[src/hw/rtl/smsk_pkg.sv]
// Shared constants, codes and types of the shared-pool multi-stack block.
package smsk_pkg;

    localparam int POOL_DEPTH_DEF  = 64;
    localparam int MAX_STACKS_DEF  = 8;
    localparam int VALUE_WIDTH_DEF = 32;

    localparam int DATA_W   = 32;
    localparam int KIND_W   = 2;
    localparam int SID_W    = 3;
    localparam int CFG_W    = 4;
    localparam int STATUS_W = 2;

    localparam logic [CFG_W-1:0] ACTIVE_RESET = 4'd8;

    localparam logic [KIND_W-1:0] KIND_PUSH  = 2'd0;
    localparam logic [KIND_W-1:0] KIND_POP   = 2'd1;
    localparam logic [KIND_W-1:0] KIND_PEEK  = 2'd2;
    localparam logic [KIND_W-1:0] KIND_QUERY = 2'd3;

    localparam logic [STATUS_W-1:0] ST_OK    = 2'd0;
    localparam logic [STATUS_W-1:0] ST_FULL  = 2'd1;
    localparam logic [STATUS_W-1:0] ST_EMPTY = 2'd2;
    localparam logic [STATUS_W-1:0] ST_BAD   = 2'd3;

    // Updates that the control side asks of the slot pool in the finishing cycle.
    typedef struct packed {
        logic push;
        logic pop;
    } pool_op_t;

endpackage

[src/hw/rtl/smsk_pool.sv]
// Slot pool: value and link memories, free-list head and fresh-slot fill count.
module smsk_pool
    import smsk_pkg::*;
#(
    parameter int POOL_DEPTH  = POOL_DEPTH_DEF,
    parameter int VALUE_WIDTH = VALUE_WIDTH_DEF,
    parameter int LINK_W      = $clog2(POOL_DEPTH + 1)
)
(
    input  logic                          clk,
    input  logic                          rst_n,
    input  logic                          rd_en,
    input  logic [LINK_W-1:0]             rd_addr,
    input  pool_op_t                      op,
    input  logic [LINK_W-1:0]             top_slot,
    input  logic signed [VALUE_WIDTH-1:0] wr_value,
    output logic [LINK_W-1:0]             free_head,
    output logic [LINK_W-1:0]             link_rd,
    output logic signed [VALUE_WIDTH-1:0] value_rd
);

    localparam int IDX_W = $clog2(POOL_DEPTH);
    localparam logic [LINK_W-1:0] NIL = LINK_W'(POOL_DEPTH);

    logic signed [VALUE_WIDTH-1:0] value_mem [POOL_DEPTH];
    logic [LINK_W-1:0]             link_mem  [POOL_DEPTH];

    logic signed [VALUE_WIDTH-1:0] value_q_reg;
    logic [LINK_W-1:0]             link_q_reg;
    logic [LINK_W-1:0]             rd_addr_reg;
    logic [LINK_W-1:0]             free_head_reg;
    logic [LINK_W-1:0]             free_head_next;
    logic [LINK_W-1:0]             fill_reg;
    logic [LINK_W-1:0]             fill_next;
    logic                          link_we;
    logic [LINK_W-1:0]             link_wr_addr;
    logic [LINK_W-1:0]             link_wr_data;

    assign free_head = free_head_reg;
    assign value_rd  = value_q_reg;

    // Slots at or above the fill count were never linked by a request, so their link
    // is taken as the next slot in order instead of being read from the link memory.
    assign link_rd = (rd_addr_reg >= fill_reg) ? (rd_addr_reg + 1'b1) : link_q_reg;

    always_comb
    begin
        link_we        = op.push || op.pop;
        link_wr_addr   = op.push ? free_head_reg : top_slot;
        link_wr_data   = op.push ? top_slot : free_head_reg;
        free_head_next = free_head_reg;
        fill_next      = fill_reg;
        if (op.push)
        begin
            free_head_next = link_rd;
            if (free_head_reg == fill_reg)
            begin
                fill_next = fill_reg + 1'b1;
            end
        end
        else if (op.pop)
        begin
            free_head_next = top_slot;
        end
    end

    always_ff @(posedge clk)
    begin
        if (rd_en && (rd_addr != NIL))
        begin
            value_q_reg <= value_mem[rd_addr[IDX_W-1:0]];
            link_q_reg  <= link_mem[rd_addr[IDX_W-1:0]];
        end
        if (rd_en)
        begin
            rd_addr_reg <= rd_addr;
        end
    end

    always_ff @(posedge clk)
    begin
        if (op.push)
        begin
            value_mem[free_head_reg[IDX_W-1:0]] <= wr_value;
        end
        if (link_we)
        begin
            link_mem[link_wr_addr[IDX_W-1:0]] <= link_wr_data;
        end
    end

    always_ff @(posedge clk or negedge rst_n)
    begin
        if (!rst_n)
        begin
            free_head_reg <= '0;
            fill_reg      <= '0;
        end
        else
        begin
            free_head_reg <= free_head_next;
            fill_reg      <= fill_next;
        end
    end

endmodule

[src/hw/rtl/smsk_tops.sv]
// Top-of-stack pointer registers, one per stack, empty after reset.
module smsk_tops
    import smsk_pkg::*;
#(
    parameter int MAX_STACKS = MAX_STACKS_DEF,
    parameter int LINK_W     = 7,
    parameter int SIDX_W     = 3,
    parameter int POOL_DEPTH = POOL_DEPTH_DEF
)
(
    input  logic              clk,
    input  logic              rst_n,
    input  logic [SIDX_W-1:0] sid,
    input  logic              we,
    input  logic [LINK_W-1:0] wr_top,
    output logic [LINK_W-1:0] top
);

    localparam logic [LINK_W-1:0] NIL = LINK_W'(POOL_DEPTH);

    logic [LINK_W-1:0] tops_reg [MAX_STACKS];

    assign top = tops_reg[sid];

    always_ff @(posedge clk or negedge rst_n)
    begin
        if (!rst_n)
        begin
            for (int i = 0; i < MAX_STACKS; i++)
            begin
                tops_reg[i] <= NIL;
            end
        end
        else if (we)
        begin
            tops_reg[sid] <= wr_top;
        end
    end

endmodule

[src/hw/rtl/shared_pool_multi_stack.sv]
// Top level: several LIFO stacks sharing one slot pool, with request control.
//
//  channel   direction  handshake                 payload
//  request   in         start && !busy            kind, stack_id, push_value
//  result    out        done (one cycle, no hold) read_value, is_empty, status
//  config    in         cfg_write_en              cfg_write_data (active_stacks)
//
// A word cannot be taken in the read cycle of the last one: busy is high during the
// request's read cycle, while the top pointer (free head for a push)
// selects the slot whose link and value are read from the registered memories. A
// finishing cycle follows; its result is registered and strobed on done. Reset
// leaves every stack empty and the free list in slot order, kept by a fill count,
// so no clearing pass runs. The receiver cannot stall, so results never wait.
module shared_pool_multi_stack
    import smsk_pkg::*;
#(
    parameter int POOL_DEPTH  = POOL_DEPTH_DEF,
    parameter int MAX_STACKS  = MAX_STACKS_DEF,
    parameter int VALUE_WIDTH = VALUE_WIDTH_DEF
)
(
    input  logic                       clk,
    input  logic                       rst_n,
    input  logic                       start,
    output logic                       busy,
    input  logic [KIND_W-1:0]          kind,
    input  logic [SID_W-1:0]           stack_id,
    input  logic signed [DATA_W-1:0]   push_value,
    output logic                       done,
    output logic signed [DATA_W-1:0]   read_value,
    output logic                       is_empty,
    output logic [STATUS_W-1:0]        status,
    input  logic                       cfg_write_en,
    input  logic [CFG_W-1:0]           cfg_write_data
);

    localparam int LINK_W = $clog2(POOL_DEPTH + 1);
    localparam int SIDX_W = (MAX_STACKS > 1) ? $clog2(MAX_STACKS) : 1;
    localparam logic [LINK_W-1:0] NIL = LINK_W'(POOL_DEPTH);

    logic                        a_valid_reg;
    logic                        b_valid_reg;
    logic [KIND_W-1:0]           kind_reg;
    logic [SID_W-1:0]            stack_id_reg;
    logic signed [DATA_W-1:0]    push_value_reg;
    logic [CFG_W-1:0]            active_stacks_reg;

    logic                        done_reg;
    logic signed [DATA_W-1:0]    read_value_reg;
    logic                        is_empty_reg;
    logic [STATUS_W-1:0]         status_reg;
    logic signed [DATA_W-1:0]    read_value_next;
    logic                        is_empty_next;
    logic [STATUS_W-1:0]         status_next;

    logic                        accept;
    logic                        bad;
    logic [SIDX_W-1:0]           sid_idx;
    logic [LINK_W-1:0]           top;
    logic [LINK_W-1:0]           free_head;
    logic [LINK_W-1:0]           link_rd;
    logic signed [VALUE_WIDTH-1:0] value_rd;
    logic signed [VALUE_WIDTH-1:0] wr_value;
    logic [LINK_W-1:0]           rd_addr;
    logic                        rd_en;
    logic                        top_empty;
    logic                        pool_full;
    pool_op_t                    op;
    logic                        tops_we;
    logic [LINK_W-1:0]           tops_wr;

    assign accept   = start && !busy;
    assign busy     = a_valid_reg;
    assign sid_idx  = SIDX_W'(stack_id_reg);
    assign wr_value = VALUE_WIDTH'(push_value_reg);

    assign bad = ({1'b0, stack_id_reg} >= active_stacks_reg)
              || (32'(stack_id_reg) >= 32'(MAX_STACKS));

    assign top_empty = (top == NIL);
    assign pool_full = (free_head == NIL);

    // A push follows the free-list head; every other kind reads the stack top.
    assign rd_addr = (kind_reg == KIND_PUSH) ? free_head : top;
    assign rd_en   = a_valid_reg && !bad;

    always_comb
    begin
        op.push         = 1'b0;
        op.pop          = 1'b0;
        read_value_next = '0;
        is_empty_next   = 1'b0;
        status_next     = ST_OK;
        if (bad)
        begin
            status_next = ST_BAD;
        end
        else
        begin
            case (kind_reg) inside
                KIND_PUSH:
                begin
                    if (pool_full)
                    begin
                        status_next   = ST_FULL;
                        is_empty_next = top_empty;
                    end
                    else
                    begin
                        op.push = b_valid_reg;
                    end
                end
                KIND_POP, KIND_PEEK:
                begin
                    if (top_empty)
                    begin
                        status_next   = ST_EMPTY;
                        is_empty_next = 1'b1;
                    end
                    else
                    begin
                        read_value_next = DATA_W'(value_rd);
                        if (kind_reg == KIND_POP)
                        begin
                            op.pop        = b_valid_reg;
                            is_empty_next = (link_rd == NIL);
                        end
                    end
                end
                default:
                begin
                    is_empty_next = top_empty;
                end
            endcase
        end
    end

    assign tops_we = op.push || op.pop;
    assign tops_wr = op.push ? free_head : link_rd;

    smsk_pool #(
        .POOL_DEPTH  (POOL_DEPTH),
        .VALUE_WIDTH (VALUE_WIDTH),
        .LINK_W      (LINK_W)
    ) u_pool (
        .clk       (clk),
        .rst_n     (rst_n),
        .rd_en     (rd_en),
        .rd_addr   (rd_addr),
        .op        (op),
        .top_slot  (top),
        .wr_value  (wr_value),
        .free_head (free_head),
        .link_rd   (link_rd),
        .value_rd  (value_rd)
    );

    smsk_tops #(
        .MAX_STACKS (MAX_STACKS),
        .LINK_W     (LINK_W),
        .SIDX_W     (SIDX_W),
        .POOL_DEPTH (POOL_DEPTH)
    ) u_tops (
        .clk    (clk),
        .rst_n  (rst_n),
        .sid    (sid_idx),
        .we     (tops_we),
        .wr_top (tops_wr),
        .top    (top)
    );

    // The request word stays in place through its read and finishing cycles.
    always_ff @(posedge clk)
    begin
        if (accept)
        begin
            kind_reg       <= kind;
            stack_id_reg   <= stack_id;
            push_value_reg <= push_value;
        end
        if (b_valid_reg)
        begin
            read_value_reg <= read_value_next;
            is_empty_reg   <= is_empty_next;
            status_reg     <= status_next;
        end
    end

    always_ff @(posedge clk or negedge rst_n)
    begin
        if (!rst_n)
        begin
            a_valid_reg       <= 1'b0;
            b_valid_reg       <= 1'b0;
            done_reg          <= 1'b0;
            active_stacks_reg <= ACTIVE_RESET;
        end
        else
        begin
            a_valid_reg <= accept;
            b_valid_reg <= a_valid_reg;
            done_reg    <= b_valid_reg;
            if (cfg_write_en)
            begin
                active_stacks_reg <= cfg_write_data;
            end
        end
    end

    assign done       = done_reg;
    assign read_value = read_value_reg;
    assign is_empty   = is_empty_reg;
    assign status     = status_reg;

    a_read_then_finish: assert property (@(posedge clk) disable iff (!rst_n)
        a_valid_reg |=> b_valid_reg && !a_valid_reg)
        else $error("read cycle not followed by finishing cycle");

    a_phases_exclusive: assert property (@(posedge clk) disable iff (!rst_n)
        !(a_valid_reg && b_valid_reg))
        else $error("two requests in flight at once");

    a_done_after_finish: assert property (@(posedge clk) disable iff (!rst_n)
        done |-> $past(b_valid_reg))
        else $error("result strobe without a finished request");

    a_zero_on_error: assert property (@(posedge clk) disable iff (!rst_n)
        (done && (status != ST_OK)) |-> (read_value == '0))
        else $error("nonzero value with error status");

    a_single_update: assert property (@(posedge clk) disable iff (!rst_n)
        !(op.push && op.pop))
        else $error("push and pop updates in the same cycle");

endmodule
[config.mk]
export PLATFORM = sky130hd
export DESIGN_NAME = shared_pool_multi_stack
export DESIGN_NICKNAME = d
export VERILOG_FILES = /design/src/hw/rtl/smsk_pkg.sv /design/src/hw/rtl/smsk_pool.sv /design/src/hw/rtl/smsk_tops.sv /design/src/hw/rtl/shared_pool_multi_stack.sv
export SDC_FILE = /design/constraint.sdc
export NUM_CORES = 2
export LEC_CHECK = 0
export ABC_CLOCK_PERIOD_IN_PS = 5450
export BUFFER_PORTS_ARGS = -buffer_cell sky130_fd_sc_hd__buf_2
export CORE_MARGIN = 3
export CORE_UTILIZATION = 40
export CTS_BUF_LIST = sky130_fd_sc_hd__clkbuf_16
export DETAILED_ROUTE_END_ITERATION = 16
export HOLD_SLACK_MARGIN = 0.08
export SLEW_MARGIN = 30
export SYNTH_ARGS = -nofsm -noshare
export SYNTH_HDL_FRONTEND = slang
export SYNTH_HIERARCHICAL = 1
export SYNTH_SLANG_ARGS = --single-unit
[constraint.sdc]
create_clock -name clk -period 5.45 [get_ports clk]
set_clock_uncertainty 0.1 [all_clocks]
set_input_delay 0.8175 -clock clk [delete_from_list [all_inputs] [get_ports clk]]
set_output_delay 0.8175 -clock clk [all_outputs]
set_load 0.005 [all_outputs]
* Word-level counts from Yosys, hierarchy flattened
Memory sizes are Yosys's and may differ from the RTL's. A register that Yosys moved wholly into a read port is not among the register bits.
Index checks and enable logic that the tools add are counted.
** Storage, ports and cells
- Bits in writable memories :: 2496
- Output and inout bits :: 37
- Memories kept :: 2
- Flip-flop bits (word level) :: 156
** Operators by class
- Equal/unequal tests :: 7
- Add/subtract/negate cells :: 2
- $lt $le $gt $ge :: 4
- Bitwise logic cells :: 2
- Mux-type cells :: 33
- Reduce and logical (&&, ||, !) cells :: 12
** Memory list
- u_pool.value_mem :: words 64, bits a word 32, rd ports 1, clocked after memory_dff 1, write ports 1, line smsk_pool.sv:25 : logic signed [VALUE_WIDTH-1:0] value_mem [POOL_DEPTH];
- u_pool.link_mem :: words 64, bits a word 7, rd ports 1, clocked after memory_dff 1, write ports 1, line smsk_pool.sv:26 : logic [LINK_W-1:0] link_mem [POOL_DEPTH];
** Operators by type and width (number)
- $mux W7 :: 9
- $bwmux W56 :: 1
- $bmux W7 S3 :: 1
- $demux W7 S3 :: 1
- $eq A7 B7 Y1 const B :: 3
- $mux W1 :: 16
- $add A7 B1 Y7 const B :: 2
- $mux W2 :: 4
- $eq A7 B7 Y1 :: 1
- $ge A7 B7 Y1 :: 1
- $ne A7 B7 Y1 const B :: 1
- $mux W6 :: 1
- $ge A3 B4 Y1 :: 1
- $ge A4 B4 Y1 const B :: 1
- $logic_and A1 B1 Y1 :: 4
- $lt A4 B1 Y1 const B :: 1
- $not A3 Y4 :: 1
- $reduce_or A4 Y1 :: 1
- $eq A2 B1 Y1 const B :: 1
- $eq A2 B2 Y1 const B :: 1
- $logic_not A1 Y1 :: 2
- $logic_not A2 Y1 :: 1
- $reduce_and A2 Y1 :: 1
- $reduce_bool A2 Y1 :: 1
- 3 further kinds :: 3

* Longest topological paths before layout
- Depth in word-level cells :: 12
- Depth in mapped cells :: 16
- Mapped depth without buffers :: 11

* Cells and area by module
Netlist, hierarchy kept.
** Modules (own cells, without submodules)
- smsk_pool :: instances 1, sequential area each 76683.5 um2, cells each 4483, area an instance 97910.2 um2
- shared_pool_multi_stack :: instances 1, sequential area each 2338.5 um2, cells each 173, area an instance 3090.5 um2
- smsk_tops :: instances 1, sequential area each 1411.4 um2, cells each 191, area an instance 2740.1 um2

* Worst setup path before layout
OpenSTA, ideal clock, no wires.
- Path kind :: flip-flop to flip-flop
- Start :: register b_valid_reg
- End :: memory u_pool/value_mem[38][0] (netlist bit), enable pin
- Path slack :: 0.331 ns
- Arrival time :: 4.558 ns
- Path buffers :: 1
- Stages on the path, launching flop included :: 7
- Cell sequence :: dfrtp_1 o2111ai_4 inv_1 nand2_1 or3_1 clkbuf_1 nor3_1
** RTL lines
- from (decl) :: line shared_pool_multi_stack.sv:42 : logic b_valid_reg;
- from (signal assigned) :: line shared_pool_multi_stack.sv:201 : b_valid_reg <= a_valid_reg;
- to (decl) :: line smsk_pool.sv:25

==> impl_metrics.env <==
export IMPL_worstPathRequired_ns=5.84
export IMPL_status="completed"
export IMPL_synth_edf_count=2614
export IMPL_p_leak_nw=37.5
export IMPL_hold_viol=0
export IMPL_fmax_mhz=198
export IMPL_post_cts_setup_buffer_count=0
export IMPL_worst_setup_path_end_kind="flip-flop"
export IMPL_ys_types=69
export IMPL_grt_total_usage_pct=20.7
export IMPL_hold_class="input pin to flip-flop"
export IMPL_cts_tree="built"
export IMPL_hold_buffers=46
export IMPL_cts_path_max_buffers=4
export IMPL_avgRoutedWirePerCell_um=31.5
export IMPL_drtIter0Drc=7091
export IMPL_layoutNonFillerInstCount=8845
export IMPL_yosysWarnings=6
export IMPL_relSlewSlack_pct=36.1
export IMPL_dpl_cell_area_sq_mm=0.110
export IMPL_post_dp_hpwl_um=159000
export IMPL_powerDensity_mw_per_mm2=451
export IMPL_path_class="flip-flop to flip-flop"
export IMPL_gp_congestion=0.822
export IMPL_core_sq_mm=0.257
export IMPL_nFillCells=21100
export IMPL_drive_gt1_share_pct=28.0
export IMPL_max_cap_viol_count=0
export IMPL_area_sequential_sq_mm=0.0804
export IMPL_cts_sinks=2691
export IMPL_antenna_found_initial=14
export IMPL_tightest_slew_ns=0.959
export IMPL_crit_arrival_ns=5.45
export IMPL_setup_viol=0
export IMPL_fin_setup_tns_ns=0
export IMPL_dp_slack_ns=0.389
export IMPL_min_period_ns=5.05
export IMPL_whs_ns=0.167
export IMPL_drt_wl_total_um=278000
export IMPL_avgSynthCellArea_sq_um=21.4
export IMPL_irDropWorstVdd_mv=0.394
export IMPL_finalPower_mw=53.8
export IMPL_pin_count=82
export IMPL_grt_pass1_wl_um=394000
export IMPL_vias=52400
export IMPL_grt_setup_unrepaired="false"
export IMPL_grt_overflow_total=0
export IMPL_ant_nets=0
export IMPL_syn_num_nets=4906
export IMPL_io_buffers=81
export IMPL_placedCellCount=8315
export IMPL_clk_pin_slew_ns=0.06
export IMPL_fin_area_sq_mm=0.119
export IMPL_grt_max_degree=113
export IMPL_slew_viol_final=0
export IMPL_dieWidth_um=515
export IMPL_worstPathMaxFanout=32
export IMPL_cts_root_buf="clkbuf_16"
export IMPL_final_util_pct=46.4
export IMPL_grt_pass1_vias=52400
export IMPL_ys_seq_elements=2691
export IMPL_fp_dieH_um=515
export IMPL_synthCells=4847
export IMPL_fin_crit_sh_pct=92.7
export IMPL_start_util_pct=40.3
export IMPL_largest_register_ffs=2048
export IMPL_post_cts_resized=0
export IMPL_floorplan_rows=186
export IMPL_drc_errors=0
export IMPL_htree_levels=5
export IMPL_numCtsBuffers=287
export IMPL_start_kind="flip-flop"
export IMPL_multi_input_area_sq_mm=0.0224
export IMPL_clock_latency_ns=0.94
export IMPL_die_area_sq_mm=0.265
export IMPL_area_growth_pct=15.1
export IMPL_synth_async_sr_flop_share_pct=2.86
export IMPL_dr_pass1_iters=6
export IMPL_ys_seq_area_share_pct=77.5
export IMPL_vias_per_cell=5.92
export IMPL_fin_nets=5325
export IMPL_ys_flop_type="edfxtp_1"
export IMPL_final_setup_worst_slack_ns=0.398
export IMPL_netlist_area_sq_mm=0.104
==> cell usage in the layout (no fill, tap or decap), types with 5 or more instances in the layout <==
master	netlist	layout
edfxtp_1	2614	2614
mux4_2	587	587
a22oi_1	300	300
clkbuf_16	0	293
buf_4	27	221
nand2_1	163	163
nor2_1	163	101
mux2_2	101	98
a21oi_1	86	82
inv_1	24	81
buf_2	75	80
nor2b_1	78	73
dfrtp_1	68	67
nor2_4	0	62
clkinv_1	0	58
buf_12	0	57
a211oi_1	52	52
dlygate4sd3_1	0	46
clkinv_2	0	42
o21ai_1	39	39
and2_1	37	36
a2111oi_0	26	26
nor3b_1	20	19
o311ai_1	21	18
o311ai_0	18	18
bufinv_16	0	16
xnor2_1	15	15
ha_1	14	14
mux2i_1	14	14
nand3_1	13	13
dfstp_2	9	9
mux2_4	7	8
inv_6	0	7
a21o_1	6	6
nand2b_1	6	6
a211o_1	6	6
o211ai_1	6	6
diode_2	0	5
nand4_1	5	5
o32a_1	5	5
==> path summary, 6_finish.rpt <==
check | start | endpoint | slack (ns) | depth (start not counted)
hold reg to reg | u_tops/tops_reg[28] | u_tops/tops_reg[28] | 0.41 | 1
min in group asynchronous | rst_n | done | 0.42 | 2
setup reg to reg | sid_idx[0] | u_pool/value_mem[14][23] | 0.40 | 11
max in group asynchronous | rst_n | b_valid_reg | 4.26 | 2
hold / removal | cfg_write_en | active_stacks_reg[3] | 0.17 | 2
setup / recovery | sid_idx[0] | u_pool/value_mem[14][23] | 0.40 | 11
==> logic make-up after synthesis <==
| family | Yosys count | share of synthesized area, % |
|---|---|---|
| flip-flops | 2691 | 77.5 |
| AO/OA/AOI/OAI | 590 | 4.10 |
| adder cells (fa/ha/maj) | 14 | 0.169 |
| multiplexers | 709 | 14.1 |
| buffers and inverters | 300 | 1.47 |
| AND/OR/NAND/NOR | 525 | 2.50 |
| XOR/XNOR | 18 | 0.152 |
==> synth_stat cells (7+ instances only) <==
| master | instances | area, sq um |
|---|---|---|
| edfxtp_1 | 2614 | 78500 |
| a22oi_1 | 300 | 2250 |
| mux2_4 | 7 | 105 |
| a211oi_1 | 52 | 390 |
| nor2b_1 | 78 | 488 |
| mux2i_1 | 14 | 140 |
| mux2_2 | 101 | 1140 |
| and2_1 | 37 | 231 |
| buf_1 | 15 | 56.3 |
| dfrtp_1 | 68 | 1700 |
| nand2_1 | 163 | 612 |
| nor3b_1 | 20 | 150 |
| a21oi_1 | 86 | 430 |
| buf_2 | 75 | 375 |
| mux4_2 | 587 | 13200 |
| nand3_1 | 13 | 65.1 |
| o311ai_0 | 18 | 158 |
| ha_1 | 14 | 175 |
| buf_6 | 27 | 304 |
| xnor2_1 | 15 | 131 |
| o21ai_1 | 39 | 195 |
| nor2_1 | 163 | 612 |
| a2111oi_0 | 26 | 228 |
| buf_4 | 27 | 203 |
| clkbuf_1 | 129 | 484 |
| inv_1 | 24 | 90.1 |
| o311ai_1 | 21 | 184 |
| dfstp_2 | 9 | 236 |
==> worst max-delay path, stage by stage (launching register included) <==
cell	delay (ns)
edfxtp_1	0.60
inv_1	0.09
ha_1	0.29
nand2b_4	0.15
a211oi_4	0.31
o2111ai_4	0.29
inv_1	0.48
inv_1	0.11
nor2_1	0.62
nand2_1	0.67
nor3_2	0.35
buf_4	0.52
==> where the power goes <==
part           switching, mW  leakage (nW)  internal, mW
registers              0.236          24.5          23.7
logic                   7.49          8.48          4.34
clock network           7.68          4.44          10.4
total                   15.4          37.5          38.4
==> layout make-up <==
type,count,area share (%)
flip-flops and latches,2691,67.4
multi-input cells,1856,18.7
clock buffers,293,6.14
well taps,3384,3.55
repair buffers,406,3.09
clock inverters,186,1.03
inverters,24,0.0754
diodes,5,0.0105
==> per-layer routing <==
metal	up-vias	part of all wire (%)	GRT usage (%)
met2	2587	47	32.4
met4	2	3.1	6.43
met1	28200	41	29.5
li1	21200	-	-
met5	-	0.0047	0
met3	447	9.0	4.10
No activity file was read; power rests on OpenSTA's default activity.
